## src/hdl/rlt_pkg.sv

```systemverilog
// Shared types and constants of the retry lockout tracker.
`default_nettype none

package rlt_pkg;

	// Field widths of one word on each side
	localparam int unsigned COUNT_W  = 3;
	localparam int unsigned CHAN_W   = 2;
	localparam int unsigned FLAGS_W  = 4;
	localparam int unsigned SECS_W   = 16;
	localparam int unsigned IN_DATA_W  = 8;
	localparam int unsigned OUT_DATA_W = 16;

	// Configuration port
	localparam int unsigned CFG_IDX_W  = 2;
	localparam int unsigned CFG_DATA_W = 16;
	localparam logic [CFG_IDX_W-1:0] REG_FAIL_LIMIT   = 2'd0;
	localparam logic [CFG_IDX_W-1:0] REG_LOCK_SECS    = 2'd1;
	localparam logic [CFG_IDX_W-1:0] REG_WINDOW_SECS  = 2'd2;

	localparam logic [COUNT_W-1:0] FAIL_LIMIT_RST   = 3'd5;
	localparam logic [SECS_W-1:0]  LOCK_SECS_RST    = 16'd180;
	localparam logic [SECS_W-1:0]  WINDOW_SECS_RST  = 16'd300;

	// Request kinds carried in tuser
	localparam logic REQ_ATTEMPT = 1'b0;
	localparam logic REQ_TICK    = 1'b1;

	// Result word, lock_flags in the lowest bits
	typedef struct packed {
		logic [FLAGS_W-1:0] released_mask;
		logic               new_lock;
		logic [COUNT_W-1:0] fail_count;
		logic [FLAGS_W-1:0] lock_flags;
	} result_t;

	localparam int unsigned RESULT_W = $bits(result_t);

endpackage

`default_nettype wire

```

## src/hdl/retry_lockout_tracker_core.sv

```systemverilog
// Failed-attempt lockout tracker: per-channel counters, lock timers and result buffer.
//
// The tracker takes one word per clock while s_tready is high: an attempt report
// (tuser low) for one credential channel, or a one-second tick (tuser high). Each
// word gives exactly one result word. The whole update runs in the cycle the word
// is accepted: per-channel elapsed-time subtracts and limit compares work in parallel,
// so a word can enter every cycle; its result is registered in the output register,
// or in the skid stage while a stalled result holds it. A two-entry output buffer
// (output register plus skid stage) keeps s_tready high while one result waits, so
// a stall on the master side stops input only once both entries are full.
// Configuration writes land at once and are meant for when the block is idle.
`default_nettype none

module retry_lockout_tracker_core
	import rlt_pkg::*;
#(
	parameter int unsigned CHANNELS  = 4,
	parameter int unsigned TIME_BITS = 32
) (
	input  wire logic                  clk,
	input  wire logic                  arst_n,
	// slave side
	input  wire logic                  s_tvalid,
	output logic                       s_tready,
	input  wire logic [IN_DATA_W-1:0]  s_tdata,   // [1:0] channel, [2] failed
	input  wire logic                  s_tuser,   // [0] req_type
	// master side
	output logic                       m_tvalid,
	input  wire logic                  m_tready,
	output logic [OUT_DATA_W-1:0]      m_tdata,   // [3:0] lock_flags, [6:4] fail_count,
	                                              // [7] new_lock, [11:8] released_mask
	// configuration
	input  wire logic                  cfg_we,
	input  wire logic [CFG_IDX_W-1:0]  cfg_index,
	input  wire logic [CFG_DATA_W-1:0] cfg_wdata
);

	logic                  take;
	logic                  is_tick;
	logic [CHAN_W-1:0]     req_chan;
	logic                  req_failed;

	logic [COUNT_W-1:0]    fail_limit_q;
	logic [SECS_W-1:0]     lock_secs_q;
	logic [SECS_W-1:0]     window_secs_q;

	logic [TIME_BITS-1:0]  sec_q;
	logic [TIME_BITS-1:0]  sec_d;

	logic [CHANNELS-1:0]   locked_q;
	logic [CHANNELS-1:0]   locked_d;
	logic [COUNT_W-1:0]    count_q [CHANNELS];
	logic [COUNT_W-1:0]    count_d [CHANNELS];
	logic [TIME_BITS-1:0]  stamp_q [CHANNELS];
	logic [TIME_BITS-1:0]  stamp_d [CHANNELS];
	logic [CHANNELS-1:0]   rel_d;
	logic [CHANNELS-1:0]   newlock_d;
	logic [COUNT_W-1:0]    count_sel [CHANNELS];
	logic [CHANNELS-1:0]   count_nz;
	logic [FLAGS_W-1:0]    flags_vec;
	logic [FLAGS_W-1:0]    rel_vec;

	result_t               res_d;
	result_t               out_q;
	result_t               skid_q;
	logic                  out_vld_q;
	logic                  skid_vld_q;
	logic                  drain;

	assign s_tready   = !skid_vld_q;
	assign take       = s_tvalid && s_tready;
	assign is_tick    = take && (s_tuser == REQ_TICK);
	assign req_chan   = s_tdata[CHAN_W-1:0];
	assign req_failed = s_tdata[CHAN_W];

	// configuration registers
	always_ff @(posedge clk or negedge arst_n) begin
		if (!arst_n) begin
			fail_limit_q  <= FAIL_LIMIT_RST;
			lock_secs_q   <= LOCK_SECS_RST;
			window_secs_q <= WINDOW_SECS_RST;
		end else if (cfg_we) begin
			unique case (cfg_index)
				REG_FAIL_LIMIT:  fail_limit_q  <= cfg_wdata[COUNT_W-1:0];
				REG_LOCK_SECS:   lock_secs_q   <= cfg_wdata[SECS_W-1:0];
				REG_WINDOW_SECS: window_secs_q <= cfg_wdata[SECS_W-1:0];
				default: ;
			endcase
		end
	end

	assign sec_d = is_tick ? sec_q + TIME_BITS'(1) : sec_q;

	// per-channel update
	for (genvar g = 0; g < CHANNELS; g++) begin : g_ch
		logic [TIME_BITS-1:0] elapsed;
		logic                 hit;
		logic [COUNT_W-1:0]   inc;
		logic                 at_limit;

		assign elapsed  = sec_d - stamp_q[g];
		assign hit      = take && (s_tuser == REQ_ATTEMPT) && (32'(req_chan) == g);
		assign inc      = (count_q[g] < fail_limit_q) ? count_q[g] + COUNT_W'(1) : count_q[g];
		assign at_limit = (inc >= fail_limit_q);

		always_comb begin
			locked_d[g]  = locked_q[g];
			count_d[g]   = count_q[g];
			stamp_d[g]   = stamp_q[g];
			rel_d[g]     = 1'b0;
			newlock_d[g] = 1'b0;
			if (is_tick) begin
				if (locked_q[g]) begin
					if (elapsed > TIME_BITS'(lock_secs_q)) begin
						locked_d[g] = 1'b0;
						rel_d[g]    = 1'b1;
					end
				end else if (count_q[g] != '0 && elapsed > TIME_BITS'(window_secs_q)) begin
					count_d[g] = '0;
				end
			end else if (hit) begin
				if (!req_failed) begin
					count_d[g] = '0;
				end else if (!locked_q[g]) begin
					if (at_limit) begin
						// lock: the same stamp now times the lock
						locked_d[g]  = 1'b1;
						count_d[g]   = '0;
						stamp_d[g]   = sec_q;
						newlock_d[g] = 1'b1;
					end else begin
						count_d[g] = inc;
						if (inc == COUNT_W'(1)) begin
							stamp_d[g] = sec_q;
						end
					end
				end
			end
		end

		assign count_sel[g] = hit ? count_d[g] : '0;
		assign count_nz[g]  = (count_q[g] != '0);

		always_ff @(posedge clk or negedge arst_n) begin
			if (!arst_n) begin
				locked_q[g] <= 1'b0;
				count_q[g]  <= '0;
				stamp_q[g]  <= '0;
			end else begin
				locked_q[g] <= locked_d[g];
				count_q[g]  <= count_d[g];
				stamp_q[g]  <= stamp_d[g];
			end
		end
	end

	always_ff @(posedge clk or negedge arst_n) begin
		if (!arst_n) begin
			sec_q <= '0;
		end else begin
			sec_q <= sec_d;
		end
	end

	// assemble the result word
	for (genvar o = 0; o < FLAGS_W; o++) begin : g_flag
		if (o < CHANNELS) begin : g_live
			assign flags_vec[o] = locked_d[o];
			assign rel_vec[o]   = rel_d[o];
		end else begin : g_none
			assign flags_vec[o] = 1'b0;
			assign rel_vec[o]   = 1'b0;
		end
	end

	always_comb begin
		res_d               = '0;
		res_d.lock_flags    = flags_vec;
		res_d.released_mask = rel_vec;
		res_d.new_lock      = |newlock_d;
		for (int c = 0; c < CHANNELS; c++) begin
			res_d.fail_count = res_d.fail_count | count_sel[c];
		end
	end

	// output register with skid stage
	assign drain = out_vld_q && m_tready;

	always_ff @(posedge clk or negedge arst_n) begin
		if (!arst_n) begin
			out_vld_q  <= 1'b0;
			skid_vld_q <= 1'b0;
		end else if (skid_vld_q) begin
			if (drain) begin
				skid_vld_q <= 1'b0;
			end
		end else if (take) begin
			if (out_vld_q && !drain) begin
				skid_vld_q <= 1'b1;
			end else begin
				out_vld_q <= 1'b1;
			end
		end else if (drain) begin
			out_vld_q <= 1'b0;
		end
	end

	always_ff @(posedge clk) begin
		if (skid_vld_q) begin
			if (drain) begin
				out_q <= skid_q;
			end
		end else if (take) begin
			if (out_vld_q && !drain) begin
				skid_q <= res_d;
			end else begin
				out_q <= res_d;
			end
		end
	end

	assign m_tvalid = out_vld_q;
	assign m_tdata  = OUT_DATA_W'(out_q);

`ifndef SYNTH
	a_skid_behind_out: assert property (@(posedge clk) disable iff (!arst_n)
		skid_vld_q |-> out_vld_q)
		else $error("skid entry held without output entry");

	a_locked_count_clear: assert property (@(posedge clk) disable iff (!arst_n)
		(locked_q & count_nz) == '0)
		else $error("locked channel holds a failure count");

	a_tick_advances: assert property (@(posedge clk) disable iff (!arst_n)
		is_tick |=> sec_q == $past(sec_q) + TIME_BITS'(1))
		else $error("seconds counter did not advance on tick");

	a_newlock_clean: assert property (@(posedge clk) disable iff (!arst_n)
		(out_vld_q && out_q.new_lock) |->
			(out_q.fail_count == '0 && out_q.released_mask == '0))
		else $error("new lock result carries count or release");
`endif

endmodule

`default_nettype wire

```

## config.mk

```make
export PLATFORM = sky130hd
export DESIGN_NAME = retry_lockout_tracker_core
export DESIGN_NICKNAME = d
export VERILOG_FILES = /design/src/hdl/rlt_pkg.sv /design/src/hdl/retry_lockout_tracker_core.sv
export SDC_FILE = /design/constraint.sdc
export NUM_CORES = 1
export LEC_CHECK = 0
export ABC_CLOCK_PERIOD_IN_PS = 12300
export CAP_MARGIN = 40
export CORE_MARGIN = 2
export CORE_UTILIZATION = 30
export CTS_BUF_LIST = sky130_fd_sc_hd__clkbuf_8
export CTS_CLUSTER_DIAMETER = 40
export CTS_CLUSTER_SIZE = 24
export DETAILED_ROUTE_END_ITERATION = 6
export DONT_BUFFER_PORTS = 1
export GPL_ROUTABILITY_DRIVEN = 0
export PLACE_DENSITY = 0.44
export SLEW_MARGIN = 20
export SYNTH_ARGS = -nofsm -noshare
export SYNTH_HDL_FRONTEND = slang
export SYNTH_SLANG_ARGS = --single-unit
```

## constraint.sdc

```tcl
create_clock -name clk -period 12.3 [get_ports clk]
set_clock_uncertainty 0.2 [all_clocks]
set_input_delay 1.23 -clock clk [delete_from_list [all_inputs] [get_ports clk]]
set_output_delay 1.23 -clock clk [all_outputs]
set_load 0.01 [all_outputs]
```

# Yosys cells after proc, flatten, opt, wreduce, memory -nomap -nowiden
# Cells that the tools add are included.
[word_totals]
ff_bits = 237
latchBits = 0
ramBits = 0
romBits = 0
out_inout_bits = 18
elab_cells = 223
memories = 0
[op_classes]
addsub = 9
multipliers = 0
n_div = 0
magnitude_cmp = 16
n_eq_ne = 12
n_shift = 0
mux = 112
bitwise = 10
reduce_logical = 38
[op_table]
columns = ["operator", "count"]
rows = [
  ["$mux W32", 9],
  ["$gt A32 B16 Y1", 8],
  ["$sub A32 B32 Y32", 4],
  ["$mux W3", 36],
  ["$mux W1", 63],
  ["$mux W12", 4],
  ["$add A32 B1 Y32 const B", 1],
  ["$reduce_and A5 Y1", 4],
  ["$logic_and A1 B1 Y1", 13],
  ["$add A3 B1 Y3 const B", 4],
  ["$eq A3 B1 Y1 const B", 4],
  ["$ge A3 B3 Y1", 4],
  ["$lt A3 B3 Y1", 4],
  ["$reduce_bool A2 Y1", 6],
  ["$reduce_bool A3 Y1", 4],
  ["$or A3 B3 Y3", 3],
  ["$reduce_and A3 Y1", 3],
  ["$not A1 Y1", 7],
  ["$eq A2 B2 Y1 const B", 3],
  ["$reduce_and A2 Y1", 3],
  ["$eq A2 B1 Y1 const B", 2],
  ["$logic_not A2 Y1", 2],
  ["$ne A2 B2 Y1 const B", 2],
  ["$reduce_or A4 Y1", 1],
  ["other kinds (2)", 3],
]

# Longest topological paths before layout
[logic_depth]
depth_word = 17
mapped_depth = 25
depth_no_buf = 24

# Worst setup path after synthesis
# OpenSTA, ideal clock, no wires.
[synth_timing]
kind = "input to register"
start = "in s_tvalid"
end = "reg out_q, in the netlist m_tdata[2], data pin"
setup_ns = 0.269
t_arrival_ns = 5.209
t_required_ns = 11.831
path_slack_ns = 6.622
cell_stages = 22
path_buffers = 2
path_cell_list = "and3_1 clkbuf_1 nand4_1 nor2_1 nand4_1 xnor2_1 ha_1 buf_2 a21oi_1 o221ai_1 o21bai_1 and2_1 o21ai_0 xor2_1 ha_1 nand4_1 or3_1 o221ai_1 o21ai_0 and4b_1 a21oi_1 o31ai_1"
[synth_via]
elab_chain_len = 11
elab_cells_between_ends = 14
classes_between = "add/sub: 1; order compare: 1; mux: 8; reduce/logical: 4"
[synth_rtl]
columns = ["element", "line", "rtl"]
rows = [
  ["from (decl)", "retry_lockout_tracker_core.sv:23", "input wire logic s_tvalid,"],
  ["$logic_and A1 B1 Y1", "retry_lockout_tracker_core.sv:71", "assign take = s_tvalid && s_tready;"],
  ["$logic_and A1 B1 Y1", "retry_lockout_tracker_core.sv:72", "assign is_tick = take && (s_tuser == REQ_TICK);"],
  ["$mux W32", "retry_lockout_tracker_core.sv:92", "assign sec_d = is_tick ? sec_q + TIME_BITS'(1) : sec_q;"],
  ["via sec_d[8]", "retry_lockout_tracker_core.sv:48", "logic [TIME_BITS-1:0] sec_d;"],
  ["$sub A32 B32 Y32", "retry_lockout_tracker_core.sv:101", "assign elapsed = sec_d - stamp_q[g];"],
  ["$gt A32 B16 Y1", "retry_lockout_tracker_core.sv:114", "if (elapsed > TIME_BITS'(lock_secs_q)) begin"],
  ["$mux W1", "retry_lockout_tracker_core.sv:114", ""],
  ["$mux W1", "retry_lockout_tracker_core.sv:113", "if (locked_q[g]) begin"],
  ["$mux W1", "retry_lockout_tracker_core.sv:112", "if (is_tick) begin"],
  ["$mux W12", "retry_lockout_tracker_core.sv:214", "if (out_vld_q && !drain) begin"],
  ["$mux W12", "retry_lockout_tracker_core.sv:213", "end else if (take) begin"],
  ["$mux W12", "retry_lockout_tracker_core.sv:209", "if (skid_vld_q) begin"],
  ["to (signal assigned)", "retry_lockout_tracker_core.sv:211", "out_q <= skid_q;"],
  ["to (signal assigned)", "retry_lockout_tracker_core.sv:217", "out_q <= res_d;"],
  ["to (decl)", "retry_lockout_tracker_core.sv:64", "result_t out_q;"],
]
# The timed path passes the listed nets, and every way through them passes these cells. The select of a mux whose other input is x is not followed.
# A chain may end at the register's enable or synchronous reset.

==> flow_metrics.py <==
metrics = {
    "status": {
        "status": "finished, final reports clean",
    },
    "clocking": {
        "cts_tree": "yes",
        "cts_hold_buf": 0,
        "cts_max_path_buffers": 3,
        "post-cts-setup-buffers": 0,
        "ctsHtreeMaxLevel": 2,
        "cts_buffers": 50,
        "cts_root_buf": "clkbuf_8",
        "cts_resized": 0,
        "path_clk_slew_ns": 0.06,
        "clock_sinks": 237,
        "clkLatencyLatePin_ns": 0.66,
    },
    "critical_path": {
        "crit_arrival_ns": 8.05,
        "path_cells": "clkinv_1 > and3_1 > nand4_1 > nor2_1 > nand4_1 > xnor2_1 > ha_1 > nand4_1 > a211oi_1 > o21bai_1 > and2_1 > o21ai_0 > xor2_1 > ha_1 > nand3_1 > nor3_1 > nand2_1 > nor3_1 > nor2_1 > nor4bb_1 > nand2_1 > a22oi_1",
        "crit_start": "skid_vld_q$_DFF_PN0_",
        "cp-start-kind": "flop",
        "crit_top_cell": "nand4_1",
        "crit_type": "flop to flop",
        "critPathSlowestCell": "xnor2_1",
        "crit_required_ns": 12.66,
        "timing.rr.start": "skid_vld_q$_DFF_PN0_",
        "path_max_fanout": 15,
        "end_kind": "flop",
        "critPathTopFamily": "simple AND/OR/NAND/NOR gates",
        "slowest_delay_ns": 0.74,
        "path_buf_inv": 1,
    },
    "timing": {
        "min_period_ns": 7.692,
        "fin_crit_sh_pct": 62.54,
        "rsz0062_at_grt": "no",
        "worst_pin_slew_ns": 0.8987,
        "slew_viol_final": 0,
        "tns_ns": 0,
        "hold_viol_final": 0,
        "postLayoutSetupSlackWorst_ns": 4.608,
        "fmax_mhz": 130.0,
        "slew-limit-headroom_pct": 39.53,
        "setup_violations": 0,
    },
    "grt": {
        "grt_use_met3_pct": 2.447,
        "use_met2_pct": 32.12,
        "grt_max_degree": 214,
        "overflow": 0,
        "grt_usage_pct": 19.07,
        "antenna_found_initial": 1,
        "grt_pass1_vias": 17848,
        "grt_pass1_wl_um": 105400,
        "grt.busiest_layer": "met2",
        "use_met1_pct": 25.71,
    },
    "routing": {
        "wl_per_cell_um": 20.14,
        "drcViolationCount": 0,
        "dr.pass1.iters": 6,
        "drtIter0Drc": 1329,
        "vias": 18043,
        "routed_wirelength_um": 68230,
        "detail_route.vias_per_cell": 5.326,
        "final_antenna_net_count": 0,
    },
    "logic_synthesis": {
        "yosysSeqAreaShare_pct": 28.97,
        "synth-seq-cells": 237,
        "ys_warn_count": 0,
        "synthCells": 2426,
        "synth_ff_type": "dfrtp_1",
        "synth_most_common_cell": "ha_1",
        "synth_top_area_cell": "dfrtp_1",
        "synth_area_leaders": "dfrtp_1 (24%), ha_1 (17%), mux2_2 (5.7%)",
        "netlist_area_sq_um": 20930,
        "synth_edf_count": 24,
        "ys_types": 95,
        "synthTopCellsByCount": "ha_1 (281), nand2_1 (234), inv_1 (212), dfrtp_1 (203), a21oi_1 (199)",
        "synth_top_area_share_pct": 24.27,
        "avgSynthCellArea_sq_um": 8.628,
        "synthArstFlopShare_pct": 89.87,
    },
    "power_and_ir_drop": {
        "power_density_nw_per_um2": 232.1,
        "swShare_pct": 46.81,
        "power_frac_comb_pct": 60.5,
        "max-vdd-ir-drop_mv": 0.1390,
        "clkPwrFrac_pct": 18.9,
        "p_int_mw": 2.855,
        "switchingPower_mw": 2.512,
        "p_leak_nw": 10.92,
        "p_seq_share_pct": 20.6,
    },
    "die": {
        "pin_count": 50,
        "num_rows": 96,
        "dieHeight_um": 268.1,
        "die-area_sq_um": 71900,
        "die_w_um": 268.1,
        "core_area_sq_um": 68830,
        "initial_utilization_pct": 30.41,
    },
    "placed_design": {
        "place_area_sq_um": 21900,
        "dp_worst_setup_slack_ns": 4.607,
        "dp_hpwl_um": 54130,
        "io_buffers": 0,
    },
    "final_layout": {
        "synthToLayoutAreaGrowth_pct": 10.50,
        "drive_above_1_share_pct": 10.26,
        "nFillCells": 7184,
        "fin_nets": 2735,
        "final_area_sq_um": 23130,
    },
    "worst_hold_path": {
        "min_path_type": "primary input to asynchronous set/reset pin",
    },
    "run": {
        "maxCapViolations": 0,
    },
}
==> worst paths after layout <==
path | end | slack [ns] | cells after the start
worst max-delay path | count_q[5]$_DFF_PN0_ | 4.61 | 22
worst max register to register | count_q[5]$_DFF_PN0_ | 4.61 | 22
min in group clk | stamp_q[68]$_DFFE_PN0P_ | 0.29 | 2
max in group asynchronous | stamp_q[92]$_DFFE_PN0P_ | 11.40 | 0
worst min register to register | stamp_q[68]$_DFFE_PN0P_ | 0.29 | 2
worst min-delay path | stamp_q[9]$_DFFE_PN0P_ | 0.12 | 0
==> placed cells by master (no fill, tap or decap), types with 10 or more instances in the layout <==
cell type  count
a31oi_1       10
xor2_1        40
or3_1         11
a21oi_1      199
a211oi_1      20
buf_4         12
nor3_1        46
inv_1        217
nor4_1        19
dfrtp_1      203
nand3_1       51
nand4_1       59
and4_1        12
edfxtp_1      24
o211ai_1      23
o21bai_1      12
ha_1         281
nor2_1       129
nand2_1      234
mux2_2       106
and3_1        16
clkbuf_8      53
o21ai_0      169
a22oi_1       10
nand2b_1      27
xnor2_1       86
dfstp_2       10
and2_1        18
nor2b_1       32
a21o_1        75
o21a_1        32
==> per-stage QoR <==
stage | utilization, % | instances | hold slack [ns] | power, mW
2_1_floorplan | - | 2429 | 0.2498 | 3.363
3_3_place_gp | 31.78 | 3288 | 0.2729 | 4.274
3_5_place_dp | 31.81 | 3292 | 0.2786 | 4.333
4_1_cts | 33.54 | 3382 | 0.02104 | 5.398
5_1_grt | 33.61 | 3388 | 0.07531 | 5.851
6_report | 33.61 | 3388 | 0.1222 | 5.367
==> metal layers <==
layer | vias to the layer above | share of wire, % | wire (um)
li1 | 8776 | - | -
met1 | 8747 | 47 | 32110
met2 | 430 | 47 | 31930
met3 | 90 | 4.3 | 2958
met4 | 0 | 1.8 | 1240
met5 | - | 0 | 0
==> power by group through the flow <==
stage | Clock [mW] | Sequential (mW) | Combinational [mW]
after floorplan | 0 | 1.07 | 2.29
after global placement | 0 | 1.12 | 3.16
after detailed placement | 0 | 1.12 | 3.21
after CTS | 1.05 | 1.11 | 3.24
after global routing | 1.08 | 1.13 | 3.64
final | 1.02 | 1.10 | 3.25
==> worst reg2reg max path: stages, from the launching register on <==
cell	delay, ns
dfrtp_1	0.61
clkinv_1	0.39
and3_1	0.40
nand4_1	0.21
nor2_1	0.50
nand4_1	0.19
xnor2_1	0.74
ha_1	0.39
nand4_1	0.16
a211oi_1	0.45
o21bai_1	0.20
and2_1	0.21
o21ai_0	0.23
xor2_1	0.33
ha_1	0.19
nand3_1	0.11
nor3_1	0.43
nand2_1	0.18
nor3_1	0.35
nor2_1	0.19
nor4bb_1	0.60
nand2_1	0.12
a22oi_1	0.21
==> flip-flops by register name, indices dropped and copies added, names as in the netlist, 4 cells and up <==
register and count:
count_q 12, lock_secs_q 16, locked_q 4, m_tdata 12
sec_q 32, skid_q 12, stamp_q 128, window_secs_q 16
==> cell type report <==
class	instances	area, sq um	area share [%]
multi-input cells	1899	13780	59.59
flip-flops and latches	237	6063	26.21
well taps	931	1165	5.036
inverters	213	799.5	3.457
clock buffers	53	729.5	3.154
clock inverters	37	461.7	1.996
repair buffers	17	126.4	0.5464
diodes	1	2.502	0.01082
==> logic make-up after synthesis <==
family / synth area share, %
simple gates: 16.39
buf+inv: 5.386
flops: 28.97
fa+ha+maj: 17.18
mux: 6.037
compound gates: 20.67
xor+xnor: 5.350
other cells: 0.01792
Power figures use the tool's default switching activity.
